--- src/sv/vda_pkg.sv ---
// shared types, widths and arctangent table for the vector distance and angle block
package vda_pkg;

   localparam int COORD_W = 16;
   localparam int DIFF_W = COORD_W + 1;
   localparam int FRAC_BITS = 8;
   localparam int VEC_W = 28;
   localparam int ACC_W = 32;
   localparam int DIST_W = 17;
   localparam int ANGLE_W = 16;
   localparam int TABLE_LEN = 24;
   localparam int GAIN_W = 32;
   localparam int PROD_W = VEC_W - 1 + GAIN_W;
   localparam int SCALE_SHIFT = 32 + FRAC_BITS;

   localparam logic [GAIN_W-1:0] INV_GAIN = 32'd2608131496;
   localparam logic [ACC_W-1:0] HALF_TURN = 32'h8000_0000;
   localparam logic [ACC_W-1:0] ANGLE_ROUND = 32'h0000_8000;
   localparam logic [DIST_W-1:0] DIST_MAX = '1;

   localparam logic [ACC_W-1:0] ATAN_TABLE [TABLE_LEN] = '{
      32'd536870912, 32'd316933406, 32'd167458907, 32'd85004756,
      32'd42667331, 32'd21354465, 32'd10679838, 32'd5340245,
      32'd2670163, 32'd1335087, 32'd667544, 32'd333772,
      32'd166886, 32'd83443, 32'd41722, 32'd20861,
      32'd10430, 32'd5215, 32'd2608, 32'd1304,
      32'd652, 32'd326, 32'd163, 32'd81
   };

   typedef struct packed {
      logic signed [COORD_W-1:0] start_x;
      logic signed [COORD_W-1:0] start_y;
      logic signed [COORD_W-1:0] end_x;
      logic signed [COORD_W-1:0] end_y;
   } points_type;

   typedef struct packed {
      logic signed [VEC_W-1:0] x;
      logic signed [VEC_W-1:0] y;
      logic [ACC_W-1:0] acc;
      logic degenerate;
   } vec_type;

   typedef struct packed {
      logic [DIST_W-1:0] distance;
      logic [ANGLE_W-1:0] angle;
      logic degenerate;
   } result_type;

endpackage

--- src/sv/vda_prep.sv ---
// difference vector, coincidence test and half-turn pre-rotation stage
module vda_prep (
   input  logic clock,
   input  logic reset,
   input  logic in_valid,
   output logic in_ready,
   input  vda_pkg::points_type in_data,
   output logic out_valid,
   input  logic out_ready,
   output vda_pkg::vec_type out_data
);
   import vda_pkg::*;

   logic valid_ff;
   vec_type data_ff;
   vec_type data_in;
   logic signed [DIFF_W-1:0] dx;
   logic signed [DIFF_W-1:0] dy;
   logic signed [VEC_W-1:0] dx_s;
   logic signed [VEC_W-1:0] dy_s;

   always_comb begin
      dx = DIFF_W'(in_data.end_x) - DIFF_W'(in_data.start_x);
      dy = DIFF_W'(in_data.end_y) - DIFF_W'(in_data.start_y);
      dx_s = VEC_W'(dx) <<< FRAC_BITS;
      dy_s = VEC_W'(dy) <<< FRAC_BITS;
      data_in.degenerate = (dx == '0) && (dy == '0);
      // screen y grows downward, so the vector is (dx, -dy), turned by a half turn when dx is negative
      if (dx < 0) begin
         data_in.x = -dx_s;
         data_in.y = dy_s;
         data_in.acc = HALF_TURN;
      end else begin
         data_in.x = dx_s;
         data_in.y = -dy_s;
         data_in.acc = '0;
      end
   end

   assign in_ready = !valid_ff || out_ready;
   assign out_valid = valid_ff;
   assign out_data = data_ff;

   always_ff @(posedge clock) begin
      if (reset) begin
         valid_ff <= 1'b0;
      end else if (in_ready) begin
         valid_ff <= in_valid;
      end
   end

   always_ff @(posedge clock) begin
      if (in_ready && in_valid) begin
         data_ff <= data_in;
      end
   end

endmodule

--- src/sv/vda_rotate.sv ---
// one cordic vectoring micro-rotation stage
module vda_rotate #(
   parameter int STEP = 0
) (
   input  logic clock,
   input  logic reset,
   input  logic in_valid,
   output logic in_ready,
   input  vda_pkg::vec_type in_data,
   output logic out_valid,
   input  logic out_ready,
   output vda_pkg::vec_type out_data
);
   import vda_pkg::*;

   logic valid_ff;
   vec_type data_ff;
   vec_type data_in;
   logic signed [VEC_W-1:0] xs;
   logic signed [VEC_W-1:0] ys;

   always_comb begin
      xs = in_data.x >>> STEP;
      ys = in_data.y >>> STEP;
      data_in.degenerate = in_data.degenerate;
      if (in_data.y > 0) begin
         data_in.x = in_data.x + ys;
         data_in.y = in_data.y - xs;
         data_in.acc = in_data.acc + ATAN_TABLE[STEP];
      end else begin
         data_in.x = in_data.x - ys;
         data_in.y = in_data.y + xs;
         data_in.acc = in_data.acc - ATAN_TABLE[STEP];
      end
   end

   assign in_ready = !valid_ff || out_ready;
   assign out_valid = valid_ff;
   assign out_data = data_ff;

   always_ff @(posedge clock) begin
      if (reset) begin
         valid_ff <= 1'b0;
      end else if (in_ready) begin
         valid_ff <= in_valid;
      end
   end

   always_ff @(posedge clock) begin
      if (in_ready && in_valid) begin
         data_ff <= data_in;
      end
   end

endmodule

--- src/sv/vda_scale.sv ---
// gain correction multiply and angle rounding, then distance rounding, saturation and clearing of coincident results
module vda_scale (
   input  logic clock,
   input  logic reset,
   input  logic in_valid,
   output logic in_ready,
   input  vda_pkg::vec_type in_data,
   output logic out_valid,
   input  logic out_ready,
   output vda_pkg::result_type out_data
);
   import vda_pkg::*;

   logic mul_valid_ff;
   logic mul_ready;
   logic [PROD_W-1:0] prod_ff;
   logic [ANGLE_W-1:0] angle_ff;
   logic degen_ff;
   logic [VEC_W-2:0] x_mag;
   logic [ACC_W-1:0] acc_round;

   logic res_valid_ff;
   result_type res_ff;
   result_type res_in;
   logic [PROD_W-1:0] prod_round;
   logic [PROD_W-SCALE_SHIFT-1:0] dist_wide;

   // stage one: clamp, multiply by the inverse gain and round the angle
   always_comb begin
      x_mag = in_data.x[VEC_W-1] ? '0 : in_data.x[VEC_W-2:0];
      acc_round = in_data.acc + ANGLE_ROUND;
   end

   assign mul_ready = !res_valid_ff || out_ready;
   assign in_ready = !mul_valid_ff || mul_ready;

   always_ff @(posedge clock) begin
      if (reset) begin
         mul_valid_ff <= 1'b0;
      end else if (in_ready) begin
         mul_valid_ff <= in_valid;
      end
   end

   always_ff @(posedge clock) begin
      if (in_ready && in_valid) begin
         prod_ff <= PROD_W'(x_mag) * PROD_W'(INV_GAIN);
         angle_ff <= acc_round[ACC_W-1 -: ANGLE_W];
         degen_ff <= in_data.degenerate;
      end
   end

   // stage two: round, saturate, clear coincident results
   always_comb begin
      prod_round = prod_ff + (PROD_W'(1) << (SCALE_SHIFT - 1));
      dist_wide = prod_round[PROD_W-1:SCALE_SHIFT];
      res_in.degenerate = degen_ff;
      if (degen_ff) begin
         res_in.distance = '0;
         res_in.angle = '0;
      end else begin
         if (dist_wide > (PROD_W-SCALE_SHIFT)'(DIST_MAX)) begin
            res_in.distance = DIST_MAX;
         end else begin
            res_in.distance = dist_wide[DIST_W-1:0];
         end
         res_in.angle = angle_ff;
      end
   end

   assign out_valid = res_valid_ff;
   assign out_data = res_ff;

   always_ff @(posedge clock) begin
      if (reset) begin
         res_valid_ff <= 1'b0;
      end else if (mul_ready) begin
         res_valid_ff <= mul_valid_ff;
      end
   end

   always_ff @(posedge clock) begin
      if (mul_ready && mul_valid_ff) begin
         res_ff <= res_in;
      end
   end

endmodule

--- src/sv/vector_distance_angle.sv ---
// Distance and direction between two screen points by a pipelined CORDIC in vectoring
// mode. One transfer per cycle is accepted while the result output is not stalled; a result
// passes ITERATIONS + 3 register stages: one stage forms the difference vector, one stage
// per micro-rotation, one stage for the gain multiply and one for rounding. ITERATIONS
// above 24 acts as 24. Every stage holds its own valid bit and fills bubbles, so a stalled
// result only backs up the stages behind it. Angle is a binary angle, 65536 a full turn,
// counter-clockwise on screen from +x; coincident points give distance 0, angle 0 and the
// degenerate flag.
module vector_distance_angle #(
   parameter int ITERATIONS = 16
) (
   input  logic clock,
   input  logic reset,
   input  logic req_tvalid,
   output logic req_tready,
   input  logic [63:0] req_tdata,   // start_x, start_y, end_x, end_y
   output logic rsp_tvalid,
   input  logic rsp_tready,
   output logic [39:0] rsp_tdata,   // distance, angle, zero padding
   output logic rsp_tuser           // degenerate
);
   import vda_pkg::*;

   localparam int STEPS = (ITERATIONS > TABLE_LEN) ? TABLE_LEN : ITERATIONS;

   points_type points;
   result_type result;
   logic chain_valid [STEPS+1];
   logic chain_ready [STEPS+1];
   vec_type chain_data [STEPS+1];

   assign points.start_x = req_tdata[15:0];
   assign points.start_y = req_tdata[31:16];
   assign points.end_x = req_tdata[47:32];
   assign points.end_y = req_tdata[63:48];

   vda_prep u_prep (
      .clock(clock),
      .reset(reset),
      .in_valid(req_tvalid),
      .in_ready(req_tready),
      .in_data(points),
      .out_valid(chain_valid[0]),
      .out_ready(chain_ready[0]),
      .out_data(chain_data[0])
   );

   for (genvar i = 0; i < STEPS; i++) begin : g_step
      vda_rotate #(
         .STEP(i)
      ) u_rotate (
         .clock(clock),
         .reset(reset),
         .in_valid(chain_valid[i]),
         .in_ready(chain_ready[i]),
         .in_data(chain_data[i]),
         .out_valid(chain_valid[i+1]),
         .out_ready(chain_ready[i+1]),
         .out_data(chain_data[i+1])
      );
   end

   vda_scale u_scale (
      .clock(clock),
      .reset(reset),
      .in_valid(chain_valid[STEPS]),
      .in_ready(chain_ready[STEPS]),
      .in_data(chain_data[STEPS]),
      .out_valid(rsp_tvalid),
      .out_ready(rsp_tready),
      .out_data(result)
   );

   assign rsp_tdata = {7'd0, result.angle, result.distance};
   assign rsp_tuser = result.degenerate;

endmodule

--- config.mk ---
export PLATFORM = sky130hd
export DESIGN_NAME = vector_distance_angle
export DESIGN_NICKNAME = d
export VERILOG_FILES = /design/src/sv/vda_pkg.sv /design/src/sv/vda_prep.sv /design/src/sv/vda_rotate.sv /design/src/sv/vda_scale.sv /design/src/sv/vector_distance_angle.sv
export SDC_FILE = /design/constraint.sdc
export NUM_CORES = 2
export LEC_CHECK = 0
export BUFFER_PORTS_ARGS = -buffer_cell sky130_fd_sc_hd__buf_4
export CAP_MARGIN = 20
export CORE_MARGIN = 2
export CORE_UTILIZATION = 35
export DETAILED_ROUTE_END_ITERATION = 16
export PLACE_DENSITY = 0.61
export REMOVE_ABC_BUFFERS = 1
export SYNTH_ARGS = -nofsm -noshare
export SYNTH_HDL_FRONTEND = slang
export SYNTH_SLANG_ARGS = --single-unit
--- constraint.sdc ---
create_clock -name clock -period 8.96 [get_ports clock]
set_input_delay 0.896 -clock clock [delete_from_list [all_inputs] [get_ports clock]]
set_output_delay 0.896 -clock clock [all_outputs]
set_load 0.05 [all_outputs]
# After elaboration in Yosys (flattened, before gate mapping)
# Cells that the tools add are included.
[classes]
n_addsub = 101
multipliers = 1
order_cmp = 18
muxes = 19
reduce_logical = 60
[op_table]
columns = ["op", "n"]
rows = [
  ["2-to-1 mux 88 bit", 17],
  ["greater-than comparator 28 x 1 -> 1 bit, second input constant", 16],
  ["adder 32 x 16 -> 32 bit, second input constant", 2],
  ["adder 59 x 40 -> 59 bit, second input constant", 1],
  ["adder 28 x 13 -> 28 bit", 2],
  ["adder 28 x 14 -> 28 bit", 2],
  ["adder 28 x 15 -> 28 bit", 2],
  ["adder 28 x 16 -> 28 bit", 2],
  ["adder 28 x 17 -> 28 bit", 2],
  ["adder 28 x 18 -> 28 bit", 2],
  ["adder 28 x 19 -> 28 bit", 2],
  ["adder 28 x 20 -> 28 bit", 2],
  ["adder 28 x 21 -> 28 bit", 2],
  ["adder 28 x 22 -> 28 bit", 2],
  ["adder 28 x 23 -> 28 bit", 2],
  ["adder 28 x 24 -> 28 bit", 2],
  ["adder 28 x 25 -> 28 bit", 2],
  ["adder 28 x 26 -> 28 bit", 2],
  ["adder 28 x 27 -> 28 bit", 2],
  ["multiplier 27 x 29 -> 56 bit, second input constant", 1],
  ["negation 25 -> 28 bit", 2],
  ["subtractor 28 x 13 -> 28 bit", 2],
  ["subtractor 28 x 14 -> 28 bit", 2],
  ["subtractor 28 x 15 -> 28 bit", 2],
  ["other kinds (54)", 124],
]
[totals]
reg_bits = 1611
in_bits = 68
out_inout_bits = 43
word_cells = 293

# Depth between registers and ports, before layout
[depth]
word_depth = 21
ltp_mapped = 32
mapped_depth_nobuf = 31

# By module
# From an unflattened synthesis, not the netlist that was laid out.
[hier_totals]
hier_cells = 15517
hier_area_um2 = 147423.9
[modules_own_cells]
columns = ["module", "n_inst", "cells_each", "area_per_inst_um2", "seq_area_each_um2"]
rows = [
  ["vda_scale", 1, 1597, 16564.6, 2172.1],
  ["vda_rotate at g_step[2].u_rotate", 1, 907, 8440.6, 2692.6],
  ["vda_rotate at g_step[4].u_rotate", 1, 904, 8380.5, 2692.6],
  ["vda_rotate at g_step[8].u_rotate", 1, 906, 8244.2, 2692.6],
  ["vda_rotate at g_step[3].u_rotate", 1, 886, 8197.9, 2692.6],
  ["vda_rotate at g_step[14].u_rotate", 1, 877, 8022.7, 2692.6],
  ["vda_rotate at g_step[5].u_rotate", 1, 842, 7932.6, 2692.6],
  ["vda_rotate at g_step[11].u_rotate", 1, 820, 7868.8, 2692.6],
  ["vda_rotate at g_step[6].u_rotate", 1, 833, 7833.8, 2692.6],
  ["vda_rotate at g_step[1].u_rotate", 1, 798, 7826.3, 2692.6],
  ["vda_rotate at g_step[7].u_rotate", 1, 825, 7806.2, 2692.6],
  ["vda_rotate at g_step[12].u_rotate", 1, 831, 7795.0, 2692.6],
  ["vda_rotate at g_step[9].u_rotate", 1, 811, 7754.9, 2692.6],
  ["vda_rotate at g_step[15].u_rotate", 1, 809, 7726.2, 2692.6],
  ["+5 rows", "--", "--", "--", "--"],
]

# Worst setup path before layout
# Ideal clock, no wire load.
[synth_timing]
kind = "input port to flip-flop"
from = "input rsp_tready"
to = "register g_step[6].u_rotate.data_ff (netlist bit g_step[6].u_rotate.out_data[0]), enable pin"
setup_ns = 0.669
arrival_time_ns = 8.099
required_ns = 8.291
setup_slack_ns = 0.192
cell_stages = 8
n_path_buf = 0
path_cell_list = "nor2b_1 -> nand3_1 -> nor2_1 -> and2_1 -> nand2_1 -> nor2_1 -> and4_1 -> a21boi_0"
[synth_via]
elab_chain_len = 13
[synth_lines]
columns = ["element", "line_no", "source"]
rows = [
  ["start, declared", "vector_distance_angle.sv:18", "input logic rsp_tready,"],
  ["logical OR 1 bit", "vda_scale.sv:34", "assign mul_ready = !res_valid_ff || out_ready;"],
  ["logical OR 1 bit", "vda_scale.sv:35", "assign in_ready = !mul_valid_ff || mul_ready;"],
  ["logical OR 1 bit (10 in a row)", "vda_rotate.sv:37", "assign in_ready = !valid_ff || out_ready;"],
  ["logical AND 1 bit", "vda_rotate.sv:50", "if (in_ready && in_valid) begin"],
  ["end signal, assigned", "vda_rotate.sv:51", "data_ff <= data_in;"],
  ["end, declared", "vda_rotate.sv:17", "vec_type data_ff;"],
]
# Every way passes these cells.
# A chain may end at the register's enable or synchronous reset.

# Final worst setup path
[layout_timing]
from = "register g_step[15].u_rotate.data_ff (netlist bit g_step[15].u_rotate.out_data[88])"
to = "register u_scale.prod_ff[52], data pin"
[layout_via]
elab_chain_len = 2
[layout_lines]
columns = ["element", "line_no", "source"]
rows = [
  ["start, declared", "vda_rotate.sv:17", ""],
  ["start signal, assigned", "vda_rotate.sv:51", ""],
  ["2-to-1 mux 27 bit", "vda_scale.sv:30", "x_mag = in_data.x[VEC_W-1] ? '0 : in_data.x[VEC_W-2:0];"],
  ["multiplier 27 x 29 -> 56 bit", "vda_scale.sv:47", "prod_ff <= PROD_W'(x_mag) * PROD_W'(INV_GAIN);"],
  ["end signal, assigned", "vda_scale.sv:47", ""],
  ["end, declared", "vda_scale.sv:16", "logic [PROD_W-1:0] prod_ff;"],
]
# Every way passes these cells.

==> impl_metrics.env <==
export IMPL_status="finished clean"
export IMPL_dr_pass1_iters=8
export IMPL_stdcell_count=17700
export IMPL_final_setup_skew_ps=135
export IMPL_ctsHoldBuffers=0
export IMPL_num_io_pins=111
export IMPL_cp_slowest_stage_delay_ps=580
export IMPL_async_flop_share_pct=0
export IMPL_grt_max_degree=84
export IMPL_drt_iter0_drc=5280
export IMPL_p_leak_nw=56.3
export IMPL_relSlewSlack_pct=28.3
export IMPL_grt_usage_pct=16.6
export IMPL_clock_latency_ps=920
export IMPL_cp_start_kind="flop"
export IMPL_setup_viol=0
export IMPL_crit_path_end_kind="flop"
export IMPL_die_w_um=599
export IMPL_syn_area_per_cell_um2=9.82
export IMPL_cp_arrival_ps=8980
export IMPL_place_hpwl_um=249000
export IMPL_cts_buffers=170
export IMPL_rsz0062_at_grt="no"
export IMPL_synth_warnings=0
export IMPL_final_fill_count=34900
export IMPL_timing_setup_tns_ps=0
export IMPL_coreArea_um2=352000
export IMPL_avgRoutedWirePerCell_um=17.2
export IMPL_cts_resized_gates=0
export IMPL_fin_crit_ps=8400
export IMPL_num_vias=91400
export IMPL_hold_violations=0
export IMPL_worstHoldPathType="reg2reg"
export IMPL_path_class="reg2reg"
export IMPL_drv_slew=0
export IMPL_path_buf_inv=7
export IMPL_place_congestion=0.909
export IMPL_multi_input_area_um2=77900
export IMPL_clk_pin_slew_ps=60
export IMPL_antenna_found_initial=2
export IMPL_drive_gt1_share_pct=4.89
export IMPL_slowest_stage="o41ai_1"
export IMPL_r2r_setup_slack_ps=560
export IMPL_synth_seq_area_share_pct=33.6
export IMPL_synth_seq_cells=1393
export IMPL_synth_edf_count=1374
export IMPL_drc=0
export IMPL_syn2layout_area_growth_pct=10.2
export IMPL_synthesis_area_um2=124000
export IMPL_cts_tree="yes"
export IMPL_worst_ep_required_time_ps=9540
export IMPL_tightest_slew_ps=1070
export IMPL_dieArea_um2=359000
export IMPL_initial_core_util_pct=35.1
export IMPL_nets=14800
export IMPL_grt_overflow_total=0
export IMPL_peakVddDrop_mv=0.166
export IMPL_powerDensity_nw_per_um2=134
export IMPL_syn_inst=12600
export IMPL_fin_crit_sh_pct=93.7
export IMPL_routed_wirelength_um=305000
export IMPL_fp_dieH_um=599
export IMPL_power_mw=18.3
export IMPL_dp_cells=17400
export IMPL_cap_violations=0
export IMPL_post_synth_num_cell_types=95
export IMPL_grt_pass1_wl_um=482000
export IMPL_cts_max_path_buffers=4
export IMPL_vias_per_cell=5.17
export IMPL_synth_ff_type="edfxtp_1"
export IMPL_cts_setup_buffers=0
export IMPL_max_freq_mhz=119
export IMPL_portBuffers=103
export IMPL_cts_sinks=1393
export IMPL_root_buffer="clkbuf_16"
export IMPL_antenna_left=0
export IMPL_cts_htree_levels=4
export IMPL_crit_path_frequent_cell="fa_1"
export IMPL_utilization_pct=38.7
export IMPL_grt_pass1_vias=87800
export IMPL_crit_fanout=25
export IMPL_rows=218
export IMPL_cpLargestDelayFamily="adder cells"
export IMPL_seqCellArea_um2=41600
-- layer usage --
layer  GRT usage (%)  wire length [um]  vias up
li1                -                 -    46200
met3            1.59             10500      421
met5               0                 0        -
met2            29.3            148000     1638
met1            21.3            137000    43100
met4            5.00              9220        0
-- power by group --
group	switching [mW]	internal (mW)	total (mW)
combinational	2.04	1.59	3.63
sequential	0.231	7.54	7.77
clock	2.84	4.08	6.92
total	5.11	13.2	18.3
-- synthesized netlist by cell type, types with 27 or more instances --
| master | number | area, um2 |
|---|---|---|
| a211oi_1 | 94 | 706 |
| a21boi_0 | 42 | 315 |
| a21o_1 | 467 | 3510 |
| a21oi_1 | 1096 | 5490 |
| a31oi_1 | 106 | 663 |
| a41oi_1 | 27 | 236 |
| and2_1 | 51 | 319 |
| and3_1 | 111 | 694 |
| clkbuf_1 | 143 | 537 |
| edfxtp_1 | 1374 | 41300 |
| fa_1 | 365 | 7310 |
| ha_1 | 1519 | 19000 |
| inv_1 | 1028 | 3860 |
| mux2i_1 | 28 | 280 |
| nand2_1 | 633 | 2380 |
| nand2b_1 | 151 | 945 |
| nand3_1 | 209 | 1050 |
| nand4_1 | 81 | 507 |
| nor2_1 | 942 | 3540 |
| nor2b_1 | 193 | 1210 |
| nor3_1 | 259 | 1300 |
| nor4_1 | 104 | 651 |
| o211ai_1 | 48 | 360 |
| o21a_1 | 183 | 1370 |
| o21ai_0 | 639 | 3200 |
| o21bai_1 | 182 | 1370 |
| o31ai_1 | 144 | 1080 |
| o41ai_1 | 67 | 587 |
| or2_2 | 65 | 407 |
| or3_1 | 106 | 663 |
| or4_1 | 60 | 450 |
| xnor2_1 | 1109 | 9710 |
| xor2_1 | 540 | 4730 |
-- final cells by class --
type / count / area share, %
Sequential cell: 1393 / 30.5
Timing Repair Buffer: 206 / 1.13
Tap cell: 4730 / 4.34
Multi-Input combinational cell: 10000 / 57.1
Antenna cell: 1 / 0.00183
Clock inverter: 110 / 0.870
Clock buffer: 193 / 3.21
Inverter: 1036 / 2.85
-- worst register-to-register path: stages, from the launching register on --
cell and delay [ps]:
edfxtp_1 380, buf_4 220, nor2b_1 430, inv_1 130, fa_1 570, fa_1 510, inv_1 50, fa_1 520
fa_1 470, fa_1 570, fa_1 560, inv_1 60, fa_1 520, inv_1 40, ha_1 290, or3_1 370
o211ai_1 280, a31oi_1 170, a211oi_1 310, a21boi_0 150, buf_4 180, a21boi_0 170, buf_4 170, o21ai_0 110
o41ai_1 580, nor4_1 100, a211o_1 240
-- layout by cell type, fill, tap and decap left out, types with 48 or more instances in the layout --
cell type and count:
ha_1 1519, edfxtp_1 1374, xnor2_1 1109, a21oi_1 1092, inv_1 1028, nor2_1 939
o21ai_0 639, nand2_1 633, xor2_1 540, a21o_1 467, fa_1 365, nor3_1 259
nand3_1 209, buf_4 205, nor2b_1 183, o21a_1 183, o21bai_1 182, clkbuf_16 172
nand2b_1 151, o31ai_1 144, and3_1 111, or3_1 106, nor4_1 104, a31oi_1 100
a211oi_1 94, nand4_1 81, o41ai_1 67, or2_2 65, or4_1 60, and2_1 51
o211ai_1 48
-- kinds of logic (layout without fill, tap and decap cells) --
group | Yosys count | count (layout) | share of synthesized area [%]
mux | 41 | 41 | 0.345
other cells | 1 | 11 | 0.00303
xor+xnor | 1650 | 1650 | 11.7
flops | 1393 | 1393 | 33.6
compound gates | 3364 | 3364 | 17.2
fa+ha+maj | 1884 | 1884 | 21.2
buf+inv | 1206 | 1545 | 3.69
simple gates | 3076 | 3076 | 12.2
-- through the flow --
stage | setup WS [ps] | instance area [um2] | hold WS [ps]
2_1_floorplan | 192 | 123000 | 400
3_3_place_gp | 636 | 131000 | 401
3_5_place_dp | 569 | 131000 | 405
4_1_cts | 549 | 136000 | 309
5_1_grt | 37.9 | 136000 | 332
6_report | 561 | 136000 | 351
-- path summary, 6_finish.rpt --
check / from / end / cells after the start
max: g_step[15].u_rotate.out_data[88]$_DFFE_PP_ / u_scale.prod_ff[52]$_DFFE_PP_ / 26
min: g_step[6].u_rotate.out_data[0]$_DFFE_PP_ / g_step[7].u_rotate.out_data[0]$_DFFE_PP_ / 0
max reg2reg: g_step[15].u_rotate.out_data[88]$_DFFE_PP_ / u_scale.prod_ff[52]$_DFFE_PP_ / 26
min reg2reg: g_step[6].u_rotate.out_data[0]$_DFFE_PP_ / g_step[7].u_rotate.out_data[0]$_DFFE_PP_ / 0
-- state kept, by name, indices dropped and copies added, names as in the netlist --
name / cells
g_step.u_rotate.out_data: 1261
g_step.u_rotate.out_valid: 16
u_prep.out_data: 42
u_prep.out_valid: 1
u_scale.angle_ff: 16
u_scale.degen_ff: 1
u_scale.mul_valid_ff: 1
u_scale.out_data: 34
u_scale.out_valid: 1
u_scale.prod_ff: 20
No activity file was read; power rests on OpenSTA's default activity.
